--- src/rtl/core/szp_pkg.sv ---
// ----------------------------------------------------------------------------
// szp_pkg: shared types and constants for the size string parser
// Holds the character classes, the parse phases, the status codes and the
// structure of one classified request as it travels from the front to the back.
// ----------------------------------------------------------------------------
package szp_pkg;

   // Width of the internal value and of the result port.
   localparam int VALUE_BITS  = 64;
   localparam int SIZE_BITS   = 64;
   localparam int STATUS_BITS = 2;
   localparam int CHAR_BITS   = 8;
   localparam int DIGIT_BITS  = 4;

   // Depth of the queue between the front and the back.
   localparam int QUEUE_DEPTH = 2;

   // Shift amounts for the binary suffixes.
   localparam int SHIFT_K = 10;
   localparam int SHIFT_M = 20;
   localparam int SHIFT_G = 30;

   // Character codes that the parser recognizes.
   localparam logic [CHAR_BITS-1:0] CH_NUL   = 8'h00;
   localparam logic [CHAR_BITS-1:0] CH_TAB   = 8'h09;
   localparam logic [CHAR_BITS-1:0] CH_CR    = 8'h0D;
   localparam logic [CHAR_BITS-1:0] CH_SPACE = 8'h20;
   localparam logic [CHAR_BITS-1:0] CH_PLUS  = 8'h2B;
   localparam logic [CHAR_BITS-1:0] CH_MINUS = 8'h2D;
   localparam logic [CHAR_BITS-1:0] CH_ZERO  = 8'h30;
   localparam logic [CHAR_BITS-1:0] CH_NINE  = 8'h39;
   localparam logic [CHAR_BITS-1:0] CH_K     = 8'h6B;
   localparam logic [CHAR_BITS-1:0] CH_M     = 8'h4D;
   localparam logic [CHAR_BITS-1:0] CH_G     = 8'h47;
   localparam logic [CHAR_BITS-1:0] CH_B     = 8'h42;

   // Class of one input byte, as decided by the front.
   typedef enum logic [3:0] {
      CLS_NUL,
      CLS_SPACE,
      CLS_PLUS,
      CLS_MINUS,
      CLS_DIGIT,
      CLS_K,
      CLS_M,
      CLS_G,
      CLS_B,
      CLS_OTHER
   } char_class_type;

   // Parse phases of the back.
   typedef enum logic [2:0] {
      PH_LEAD,
      PH_SIGN,
      PH_DIGITS,
      PH_TRAIL,
      PH_SUFFIX,
      PH_BYTE,
      PH_DONE
   } phase_type;

   // Result status codes.
   typedef enum logic [STATUS_BITS-1:0] {
      ST_OK         = 2'd0,
      ST_NO_DIGITS  = 2'd1,
      ST_TOO_LARGE  = 2'd2,
      ST_BAD_SUFFIX = 2'd3
   } status_type;

   // One classified request.
   typedef struct packed {
      char_class_type        cls;
      logic [DIGIT_BITS-1:0] digit;
      logic                  last;
   } szp_item_type;

   // Fold saturation and sign into a finished digit run.
   function automatic logic [VALUE_BITS-1:0] close_value(
      input logic [VALUE_BITS-1:0] acc,
      input logic                  sat,
      input logic                  neg
   );
      logic [VALUE_BITS-1:0] res;
      if (sat) begin
         res = {VALUE_BITS{1'b1}};
      end else if (neg) begin
         res = '0 - acc;
      end else begin
         res = acc;
      end
      return res;
   endfunction

endpackage

--- src/rtl/core/szp_front.sv ---
// ----------------------------------------------------------------------------
// szp_front: request intake and byte classification
// Accepts one byte per cycle while the queue keeps taking requests, sorts it into
// a character class and holds the classified request in a register until the queue takes it.
// ----------------------------------------------------------------------------
module szp_front
   import szp_pkg::*;
(
   input  logic                 clock,
   input  logic                 reset,
   input  logic                 req_valid,
   output logic                 req_ready,
   input  logic [CHAR_BITS-1:0] req_char_in,
   input  logic                 req_last_char,
   output logic                 fr_valid,
   input  logic                 fr_ready,
   output szp_item_type         fr_item
);

   logic         valid_ff;
   logic         valid_in;
   szp_item_type item_ff;
   szp_item_type item_in;
   logic         take;

   // The stage takes a new request whenever it is empty or drains this cycle.
   assign req_ready = !valid_ff || fr_ready;
   assign take      = req_valid && req_ready;

   // Classify the incoming byte.
   always_comb begin
      item_in.digit = req_char_in[DIGIT_BITS-1:0];
      item_in.last  = req_last_char;
      unique case (req_char_in) inside
         CH_NUL:                  item_in.cls = CLS_NUL;
         [CH_TAB:CH_CR], CH_SPACE: item_in.cls = CLS_SPACE;
         CH_PLUS:                 item_in.cls = CLS_PLUS;
         CH_MINUS:                item_in.cls = CLS_MINUS;
         [CH_ZERO:CH_NINE]:       item_in.cls = CLS_DIGIT;
         CH_K:                    item_in.cls = CLS_K;
         CH_M:                    item_in.cls = CLS_M;
         CH_G:                    item_in.cls = CLS_G;
         CH_B:                    item_in.cls = CLS_B;
         default:                 item_in.cls = CLS_OTHER;
      endcase
   end

   // Occupancy of the stage register.
   always_comb begin
      if (take) begin
         valid_in = 1'b1;
      end else if (fr_ready) begin
         valid_in = 1'b0;
      end else begin
         valid_in = valid_ff;
      end
   end

   always_ff @(posedge clock) begin
      if (reset) begin
         valid_ff <= 1'b0;
      end else begin
         valid_ff <= valid_in;
      end
   end

   // Payload register loads only when a request is taken.
   always_ff @(posedge clock) begin
      if (take) begin
         item_ff <= item_in;
      end
   end

   assign fr_valid = valid_ff;
   assign fr_item  = item_ff;

endmodule

--- src/rtl/core/szp_queue.sv ---
// ----------------------------------------------------------------------------
// szp_queue: short request queue between front and back
// A small first-in first-out buffer that lets the front keep taking requests
// while the back waits on the result channel.
// ----------------------------------------------------------------------------
module szp_queue
   import szp_pkg::*;
(
   input  logic         clock,
   input  logic         reset,
   input  logic         push_valid,
   output logic         push_ready,
   input  szp_item_type push_item,
   output logic         pop_valid,
   input  logic         pop_ready,
   output szp_item_type pop_item
);

   localparam int PTR_BITS   = (QUEUE_DEPTH > 1) ? $clog2(QUEUE_DEPTH) : 1;
   localparam int COUNT_BITS = $clog2(QUEUE_DEPTH + 1);
   localparam logic [PTR_BITS-1:0]   PTR_LAST   = PTR_BITS'(QUEUE_DEPTH - 1);
   localparam logic [COUNT_BITS-1:0] COUNT_FULL = COUNT_BITS'(QUEUE_DEPTH);

   szp_item_type          entry_ff [QUEUE_DEPTH];
   logic [PTR_BITS-1:0]   wr_ptr_ff;
   logic [PTR_BITS-1:0]   wr_ptr_in;
   logic [PTR_BITS-1:0]   rd_ptr_ff;
   logic [PTR_BITS-1:0]   rd_ptr_in;
   logic [COUNT_BITS-1:0] count_ff;
   logic [COUNT_BITS-1:0] count_in;
   logic                  push;
   logic                  pop;

   assign push_ready = (count_ff != COUNT_FULL);
   assign pop_valid  = (count_ff != '0);
   assign push       = push_valid && push_ready;
   assign pop        = pop_valid && pop_ready;
   assign pop_item   = entry_ff[rd_ptr_ff];

   // Pointer and fill count update.
   always_comb begin
      wr_ptr_in = wr_ptr_ff;
      rd_ptr_in = rd_ptr_ff;
      count_in  = count_ff;
      if (push) begin
         wr_ptr_in = (wr_ptr_ff == PTR_LAST) ? '0 : wr_ptr_ff + 1'b1;
      end
      if (pop) begin
         rd_ptr_in = (rd_ptr_ff == PTR_LAST) ? '0 : rd_ptr_ff + 1'b1;
      end
      if (push && !pop) begin
         count_in = count_ff + 1'b1;
      end else if (pop && !push) begin
         count_in = count_ff - 1'b1;
      end
   end

   always_ff @(posedge clock) begin
      if (reset) begin
         wr_ptr_ff <= '0;
         rd_ptr_ff <= '0;
         count_ff  <= '0;
      end else begin
         wr_ptr_ff <= wr_ptr_in;
         rd_ptr_ff <= rd_ptr_in;
         count_ff  <= count_in;
      end
   end

   // Entry storage.
   always_ff @(posedge clock) begin
      if (push) begin
         entry_ff[wr_ptr_ff] <= push_item;
      end
   end

endmodule

--- src/rtl/core/szp_back.sv ---
// ----------------------------------------------------------------------------
// szp_back: parse state machine and value datapath
// Steps the parse phase once per classified request, accumulates decimal
// digits, applies the binary suffix and registers one result per string.
// ----------------------------------------------------------------------------
module szp_back
   import szp_pkg::*;
(
   input  logic                   clock,
   input  logic                   reset,
   input  logic                   q_valid,
   output logic                   q_ready,
   input  szp_item_type           q_item,
   output logic                   rsp_valid,
   input  logic                   rsp_ready,
   output logic [SIZE_BITS-1:0]   rsp_size_value,
   output logic [STATUS_BITS-1:0] rsp_status
);

   localparam int WIDE_BITS = VALUE_BITS + 4;

   // Parse state.
   phase_type             phase_ff;
   phase_type             phase_in;
   logic [VALUE_BITS-1:0] acc_ff;
   logic [VALUE_BITS-1:0] acc_in;
   logic                  sat_ff;
   logic                  sat_in;
   logic                  neg_ff;
   logic                  neg_in;
   status_type            err_ff;
   status_type            err_in;

   // Result register; the value is held raw and closed on the way out.
   logic                  rsp_valid_ff;
   logic                  rsp_valid_in;
   logic [VALUE_BITS-1:0] rsp_acc_ff;
   logic                  rsp_sat_ff;
   logic                  rsp_neg_ff;
   status_type            rsp_err_ff;

   // Step results.
   phase_type             tk_phase;
   logic [VALUE_BITS-1:0] tk_acc;
   logic                  tk_sat;
   logic                  tk_neg;
   status_type            tk_err;
   phase_type             end_phase;
   status_type            end_err;

   logic                  out_free;
   logic                  pop;
   logic                  ends;
   logic [WIDE_BITS-1:0]  mul10;
   logic                  mul_over;
   logic [VALUE_BITS-1:0] trail_src;
   logic                  is_scale;
   logic                  sc_over;
   logic [VALUE_BITS-1:0] sc_value;

   // One request is taken whenever the result register can take a result.
   assign out_free = !rsp_valid_ff || rsp_ready;
   assign q_ready  = out_free;
   assign pop      = q_valid && out_free;
   assign ends     = (q_item.cls == CLS_NUL) || q_item.last;

   // Multiply-by-ten accumulate with an overflow flag.
   always_comb begin
      mul10 = (WIDE_BITS'(acc_ff) << 3) + (WIDE_BITS'(acc_ff) << 1)
            + WIDE_BITS'(q_item.digit);
      mul_over = |mul10[WIDE_BITS-1:VALUE_BITS];
   end

   // Value that a suffix applies to: a digit run is closed first.
   assign trail_src = (phase_ff == PH_DIGITS) ? close_value(acc_ff, sat_ff, neg_ff)
                                              : acc_ff;

   // Suffix scaling with the range check.
   always_comb begin
      is_scale = 1'b1;
      case (q_item.cls)
         CLS_K: begin
            sc_over  = |trail_src[VALUE_BITS-1 -: SHIFT_K];
            sc_value = trail_src << SHIFT_K;
         end
         CLS_M: begin
            sc_over  = |trail_src[VALUE_BITS-1 -: SHIFT_M];
            sc_value = trail_src << SHIFT_M;
         end
         CLS_G: begin
            sc_over  = |trail_src[VALUE_BITS-1 -: SHIFT_G];
            sc_value = trail_src << SHIFT_G;
         end
         default: begin
            is_scale = 1'b0;
            sc_over  = 1'b0;
            sc_value = trail_src;
         end
      endcase
   end

   // Effect of one non-zero byte on the parse state.
   always_comb begin
      tk_phase = phase_ff;
      tk_acc   = acc_ff;
      tk_sat   = sat_ff;
      tk_neg   = neg_ff;
      tk_err   = err_ff;
      if (q_item.cls != CLS_NUL) begin
         unique case (phase_ff)
            PH_LEAD, PH_SIGN: begin
               if (phase_ff == PH_LEAD && q_item.cls == CLS_SPACE) begin
                  tk_phase = PH_LEAD;
               end else if (phase_ff == PH_LEAD &&
                            (q_item.cls == CLS_PLUS || q_item.cls == CLS_MINUS)) begin
                  tk_neg   = (q_item.cls == CLS_MINUS);
                  tk_phase = PH_SIGN;
               end else if (q_item.cls == CLS_DIGIT) begin
                  tk_acc   = VALUE_BITS'(q_item.digit);
                  tk_sat   = 1'b0;
                  tk_phase = PH_DIGITS;
               end else begin
                  tk_err   = ST_NO_DIGITS;
                  tk_phase = PH_DONE;
               end
            end
            PH_DIGITS, PH_TRAIL: begin
               if (phase_ff == PH_DIGITS && q_item.cls == CLS_DIGIT) begin
                  if (!sat_ff) begin
                     if (mul_over) begin
                        tk_sat = 1'b1;
                     end else begin
                        tk_acc = mul10[VALUE_BITS-1:0];
                     end
                  end
               end else begin
                  // The digit run is over: fold it and read the suffix.
                  tk_sat = 1'b0;
                  tk_neg = 1'b0;
                  tk_acc = trail_src;
                  if (q_item.cls == CLS_SPACE) begin
                     tk_phase = PH_TRAIL;
                  end else if (is_scale && sc_over) begin
                     tk_err   = ST_TOO_LARGE;
                     tk_phase = PH_DONE;
                  end else if (is_scale) begin
                     tk_acc   = sc_value;
                     tk_phase = PH_SUFFIX;
                  end else begin
                     tk_err   = ST_BAD_SUFFIX;
                     tk_phase = PH_DONE;
                  end
               end
            end
            PH_SUFFIX: begin
               if (q_item.cls == CLS_B) begin
                  tk_phase = PH_BYTE;
               end else begin
                  tk_err   = ST_BAD_SUFFIX;
                  tk_phase = PH_DONE;
               end
            end
            PH_BYTE: begin
               tk_err   = ST_BAD_SUFFIX;
               tk_phase = PH_DONE;
            end
            PH_DONE: begin
               tk_phase = PH_DONE;
            end
            default: begin
               tk_phase = PH_DONE;
            end
         endcase
      end
   end

   // End of string; an open digit run keeps its sign and saturation flags and
   // is closed at the result port.
   always_comb begin
      end_phase = tk_phase;
      end_err   = tk_err;
      if (ends && phase_ff != PH_DONE) begin
         end_phase = PH_DONE;
         if (tk_phase == PH_LEAD || tk_phase == PH_SIGN) begin
            end_err = ST_NO_DIGITS;
         end
      end
   end

   // Next phase.
   always_comb begin
      phase_in = phase_ff;
      if (pop) begin
         if (q_item.last) begin
            phase_in = PH_LEAD;
         end else begin
            phase_in = end_phase;
         end
      end
   end

   // Next datapath state and result handshake.
   always_comb begin
      acc_in       = acc_ff;
      sat_in       = sat_ff;
      neg_in       = neg_ff;
      err_in       = err_ff;
      rsp_valid_in = rsp_valid_ff && !rsp_ready;
      if (pop) begin
         if (q_item.last) begin
            acc_in       = '0;
            sat_in       = 1'b0;
            neg_in       = 1'b0;
            err_in       = ST_OK;
            rsp_valid_in = 1'b1;
         end else begin
            acc_in = tk_acc;
            sat_in = tk_sat;
            neg_in = tk_neg;
            err_in = end_err;
         end
      end
   end

   always_ff @(posedge clock) begin
      if (reset) begin
         phase_ff     <= PH_LEAD;
         acc_ff       <= '0;
         sat_ff       <= 1'b0;
         neg_ff       <= 1'b0;
         err_ff       <= ST_OK;
         rsp_valid_ff <= 1'b0;
      end else begin
         phase_ff     <= phase_in;
         acc_ff       <= acc_in;
         sat_ff       <= sat_in;
         neg_ff       <= neg_in;
         err_ff       <= err_in;
         rsp_valid_ff <= rsp_valid_in;
      end
   end

   // Result payload loads with the last byte of a string.
   always_ff @(posedge clock) begin
      if (pop && q_item.last) begin
         rsp_acc_ff <= tk_acc;
         rsp_sat_ff <= tk_sat;
         rsp_neg_ff <= tk_neg;
         rsp_err_ff <= end_err;
      end
   end

   // Result port: the value is zero whenever the status reports an error.
   assign rsp_valid      = rsp_valid_ff;
   assign rsp_status     = rsp_err_ff;
   assign rsp_size_value = (rsp_err_ff == ST_OK)
                         ? SIZE_BITS'(close_value(rsp_acc_ff, rsp_sat_ff, rsp_neg_ff))
                         : '0;

endmodule

--- src/rtl/core/size_with_suffix_parser.sv ---
// ----------------------------------------------------------------------------
// size_with_suffix_parser: decimal size string parser with binary suffix
// The last byte passes the front register and the queue before the back registers the result.
// It takes one byte per cycle while the back's result register is free or being read.
// The front register and the two-entry queue absorb result channel stalls.
// Reset (synchronous, active high) empties all stages and starts a new string.
// ----------------------------------------------------------------------------
module size_with_suffix_parser
   import szp_pkg::*;
(
   input  logic                   clock,
   input  logic                   reset,
   input  logic                   req_valid,
   output logic                   req_ready,
   input  logic [CHAR_BITS-1:0]   req_char_in,
   input  logic                   req_last_char,
   output logic                   rsp_valid,
   input  logic                   rsp_ready,
   output logic [SIZE_BITS-1:0]   rsp_size_value,
   output logic [STATUS_BITS-1:0] rsp_status
);

   logic         fr_valid;
   logic         fr_ready;
   szp_item_type fr_item;
   logic         q_valid;
   logic         q_ready;
   szp_item_type q_item;

   // Request intake and classification.
   szp_front u_front (
      .clock         (clock),
      .reset         (reset),
      .req_valid     (req_valid),
      .req_ready     (req_ready),
      .req_char_in   (req_char_in),
      .req_last_char (req_last_char),
      .fr_valid      (fr_valid),
      .fr_ready      (fr_ready),
      .fr_item       (fr_item)
   );

   // Decoupling queue.
   szp_queue u_queue (
      .clock      (clock),
      .reset      (reset),
      .push_valid (fr_valid),
      .push_ready (fr_ready),
      .push_item  (fr_item),
      .pop_valid  (q_valid),
      .pop_ready  (q_ready),
      .pop_item   (q_item)
   );

   // Parse state machine and result register.
   szp_back u_back (
      .clock          (clock),
      .reset          (reset),
      .q_valid        (q_valid),
      .q_ready        (q_ready),
      .q_item         (q_item),
      .rsp_valid      (rsp_valid),
      .rsp_ready      (rsp_ready),
      .rsp_size_value (rsp_size_value),
      .rsp_status     (rsp_status)
   );

endmodule
--- config.mk ---
export PLATFORM = sky130hd
export DESIGN_NAME = size_with_suffix_parser
export DESIGN_NICKNAME = d
export VERILOG_FILES = /design/src/rtl/core/szp_pkg.sv /design/src/rtl/core/szp_front.sv /design/src/rtl/core/szp_queue.sv /design/src/rtl/core/szp_back.sv /design/src/rtl/core/size_with_suffix_parser.sv
export SDC_FILE = /design/constraint.sdc
export NUM_CORES = 1
export LEC_CHECK = 0
export ABC_AREA = 1
export BUFFER_PORTS_ARGS = -buffer_cell sky130_fd_sc_hd__buf_4
export CAP_MARGIN = 20
export CELL_PAD_IN_SITES_DETAIL_PLACEMENT = 0
export CELL_PAD_IN_SITES_GLOBAL_PLACEMENT = 1
export CORE_MARGIN = 5
export CORE_UTILIZATION = 49
export DETAILED_ROUTE_END_ITERATION = 8
export GPL_TIMING_DRIVEN = 0
export PLACE_DENSITY = 0.9
export SLEW_MARGIN = 20
export SYNTH_ARGS = -nofsm -noshare
export SYNTH_HDL_FRONTEND = slang
export SYNTH_SLANG_ARGS = --single-unit
export TNS_END_PERCENT = 20
--- constraint.sdc ---
create_clock -name clock -period 6.75 [get_ports clock]
set_input_delay 1.0125 -clock clock [delete_from_list [all_inputs] [get_ports clock]]
set_output_delay 1.0125 -clock clock [all_outputs]
set_load 0.005 [all_outputs]
==> results_dict.tcl <==
set metrics [dict create \
    status "finished, final reports clean" \
    worst-path-max-fanout 10 \
    initial_utilization 0.498 \
    critPathMostFrequentCell "nand2_1" \
    coreArea_sq_um 44400 \
    antenna_found_initial 3 \
    synth_compound_area_frac 0.192 \
    cts_buffer_depth 2 \
    grt_overflow 0 \
    cts_buffers 17 \
    synth_cell_types 61 \
    fin_util 0.543 \
    wl_per_cell_um 23.4 \
    synth_seq_cells 173 \
    portBuffers 79 \
    grt_max_degree 33 \
    ant_nets 0 \
    ys.flop_type "edfxtp_1" \
    syn_inst 3739 \
    cts_tree "built" \
    finalCritPeriodShare 0.962 \
    track_usage 0.399 \
    vias_per_cell 6.07 \
    fin_area_sq_um 24100 \
    dr.first_iter.drc_count 3620 \
    skew_ns 0.0156 \
    drive_gt1_frac 0.0732 \
    finish.net_count 3985 \
    synth_xor_area_frac 0.0277 \
    synth.largest_area_cell "nand2_1" \
    die_w_um 222 \
    netlist.area_leader.share 0.193 \
    cts_sinks 173 \
    area_growth_pct 8.94 \
    fmax_mhz 154 \
    max_stage_delay_ns 0.51 \
    path_class "flip-flop to flip-flop" \
    synth_top_family_by_area "simple AND/OR/NAND/NOR gates" \
    worstSkewPairLatency_ns 0.48 \
    grt_pass1_vias 24300 \
    synth_area_leaders "nand2_1 (19%), edfxtp_1 (13%), ha_1 (7.4%)" \
    dr.pass1.iters 7 \
    yosys-top-cells-count "nand2_1 (1140), inv_1 (386), nor2_1 (372), nand3_1 (296), o21ai_0 (236)" \
    yosysWarnings 0 \
    cts-root-buf "clkbuf_16" \
    layoutNonFillerInstCount 4446 \
    async_reset_ff_frac 0 \
    fin_crit_ns 6.49 \
    seqCellArea_sq_um 4410 \
    synth_fa_ha_area_frac 0.0753 \
    power.leakage_nw 11.6 \
    critPathLaunchType "flip-flop" \
    synth.most_common_cell "nand2_1" \
    drv_slew 0 \
    grt_pass1_wl_um 150000 \
    dp_hpwl_um 85000 \
    gp_congestion 1.10 \
    syn_nets 3884 \
    syn_avg_cell_area_sq_um 5.92 \
    dp_cells 4412 \
    post_synth_instance_area_sq_um 22100 \
    io_pins 81 \
    min_path_type "flip-flop to flip-flop" \
    row_count 77 \
    worstPathArrival_ns 6.69 \
    holdWs_ns 0.456 \
    cp.buffers_inverters 5 \
    peakVddDrop_uv 193 \
    multiInputGateArea_sq_um 15400 \
    synth-simple-area-share 0.400 \
    p_per_area_nw_per_um2 424 \
    via_count 27000 \
    yosysSeqAreaShare 0.200 \
    path_delay_family "simple AND/OR/NAND/NOR gates" \
    nFillCells 4839 \
    finalHoldViolations 0 \
    critPathRequiredTime_ns 6.95 \
    totalWireLength_um 104000 \
    synth_edf_count 95 \
    die_y_um 222 \
    setup_violations 0 \
    relSlewSlack 0.184 \
    post_dp_cell_area_sq_um 23500 \
    worst_pin_slew_ns 1.22 \
    synth.area.mux_share 0.00181 \
    rsz0062_at_grt "no" \
    slowest_stage "a21boi_0" \
    path_clk_slew_ns 0.07 \
    htree_levels 4 \
    fin_tns_setup_ns 0 \
    worst_setup_path_end_kind "flip-flop" \
    die_area_sq_um 49500 \
    drc 0 \
    maxCapViolations 0 \
]
[routing by layer]
layer / track usage / up-vias / share of wire
li1: - / 12700 / -
met1: 0.509 / 12300 / 0.39
met2: 0.589 / 1605 / 0.41
met3: 0.122 / 345 / 0.12
met4: 0.245 / 6 / 0.074
met5: 0 / - / 0.00024
[final timing paths]
| check | startpoint | endpoint | slack [ns] | cells after the start |
|---|---|---|---|---|
| setup / recovery | flip-flop | u_back.rsp_acc_ff[61]$_DFFE_PP_ | 0.26 | 26 |
| hold / removal | u_front.fr_item[3]$_DFFE_PP_ | u_queue.entry_ff[0][3]$_DFFE_PP_ | 0.46 | 0 |
| setup reg to reg | flip-flop | u_back.rsp_acc_ff[61]$_DFFE_PP_ | 0.26 | 26 |
| hold reg to reg | u_front.fr_item[3]$_DFFE_PP_ | u_queue.entry_ff[0][3]$_DFFE_PP_ | 0.46 | 0 |
[sequential cells by signal (all words and copies together) (netlist names), 2 cells and up, named ones only]
name               count
u_front.fr_item        9
u_back.acc_ff         64
u_back.rsp_acc_ff     64
u_back.phase_ff        3
u_back.err_ff          2
u_queue.count_ff       2
u_back.rsp_status      2
u_queue.entry_ff      18
[what timing repair did]
item,CTS,global route
gates resized for setup,0,8
setup endpoints to repair,0,11
hold buffers,0,0
setup buffers,0,0
[where the power goes]
part | switching [mW] | internal (mW) | leakage [nW]
logic | 5.17 | 2.13 | 9.81
clock network | 0.494 | 0.501 | 0.290
registers | 0.417 | 1.52 | 1.53
[cell type report]
type | count | area share
Multi-Input combinational cell | 2998 | 0.640
Sequential cell | 173 | 0.183
Inverter | 405 | 0.0633
Buffer | 163 | 0.0316
Tap cell | 592 | 0.0307
Timing Repair Buffer | 82 | 0.0266
Clock buffer | 18 | 0.0182
Clock inverter | 14 | 0.00587
Antenna cell | 1 | 0.000104
[cells by family (layout without fill, tap and decap cells)]
| family | Yosys count | count (layout) |
|---|---|---|
| muxes | 4 | 4 |
| and+or+nand+nor | 2059 | 2059 |
| adders and majority gates | 132 | 132 |
| AOI/OAI and AO/OA | 733 | 733 |
| other | 0 | 1 |
| xor gates and xnor gates | 70 | 70 |
| buffers and inverters | 568 | 682 |
| DFF | 173 | 173 |
[stage by stage]
stage	setup WS [ns]	total power, mW
floorplan	1.84	6.20
global placement	0.361	8.81
detailed placement	0.362	8.81
CTS	0.328	9.81
global route	0.128	10.8
finish	0.258	10.2
[cell usage in the layout (no fill, tap or decap), drive strengths merged, types with 5 or more instances in the layout]
cell	instances
nor2	401
ha	130
inv	414
clkbuf	107
o221ai	6
xor2	31
xnor2	39
nor3	41
or2	22
a21o	16
clkinv	5
a21boi	73
buf	156
o31ai	10
nand2	1151
dfxtp	78
a31oi	102
o21a	6
nand4	89
or3	5
nand3b	12
nor4	25
o21ai	259
a22oi	13
a21oi	211
nand3	305
o211ai	15
edfxtp	95
o21bai	12
[worst reg2reg max path, cell delays in order, from the launching register on]
cell and delay [ns]:
dfxtp_1 0.39, buf_2 0.28, mux2i_1 0.22, inv_1 0.21, ha_1 0.35, ha_1 0.49
inv_1 0.26, fa_1 0.45, nand3b_1 0.17, nand2_1 0.13, nand3_1 0.08, nand3_1 0.14
nand2_1 0.07, nand2_1 0.15, nand2_1 0.07, nand2_1 0.20, nand2_1 0.12, nand3_1 0.10
nand2_1 0.21, nor2_1 0.19, nand2_2 0.25, inv_1 0.24, buf_2 0.37, o21ai_0 0.29
nand2_1 0.15, nand3_1 0.15, a21boi_0 0.51
Power figures use the tool's default switching activity.
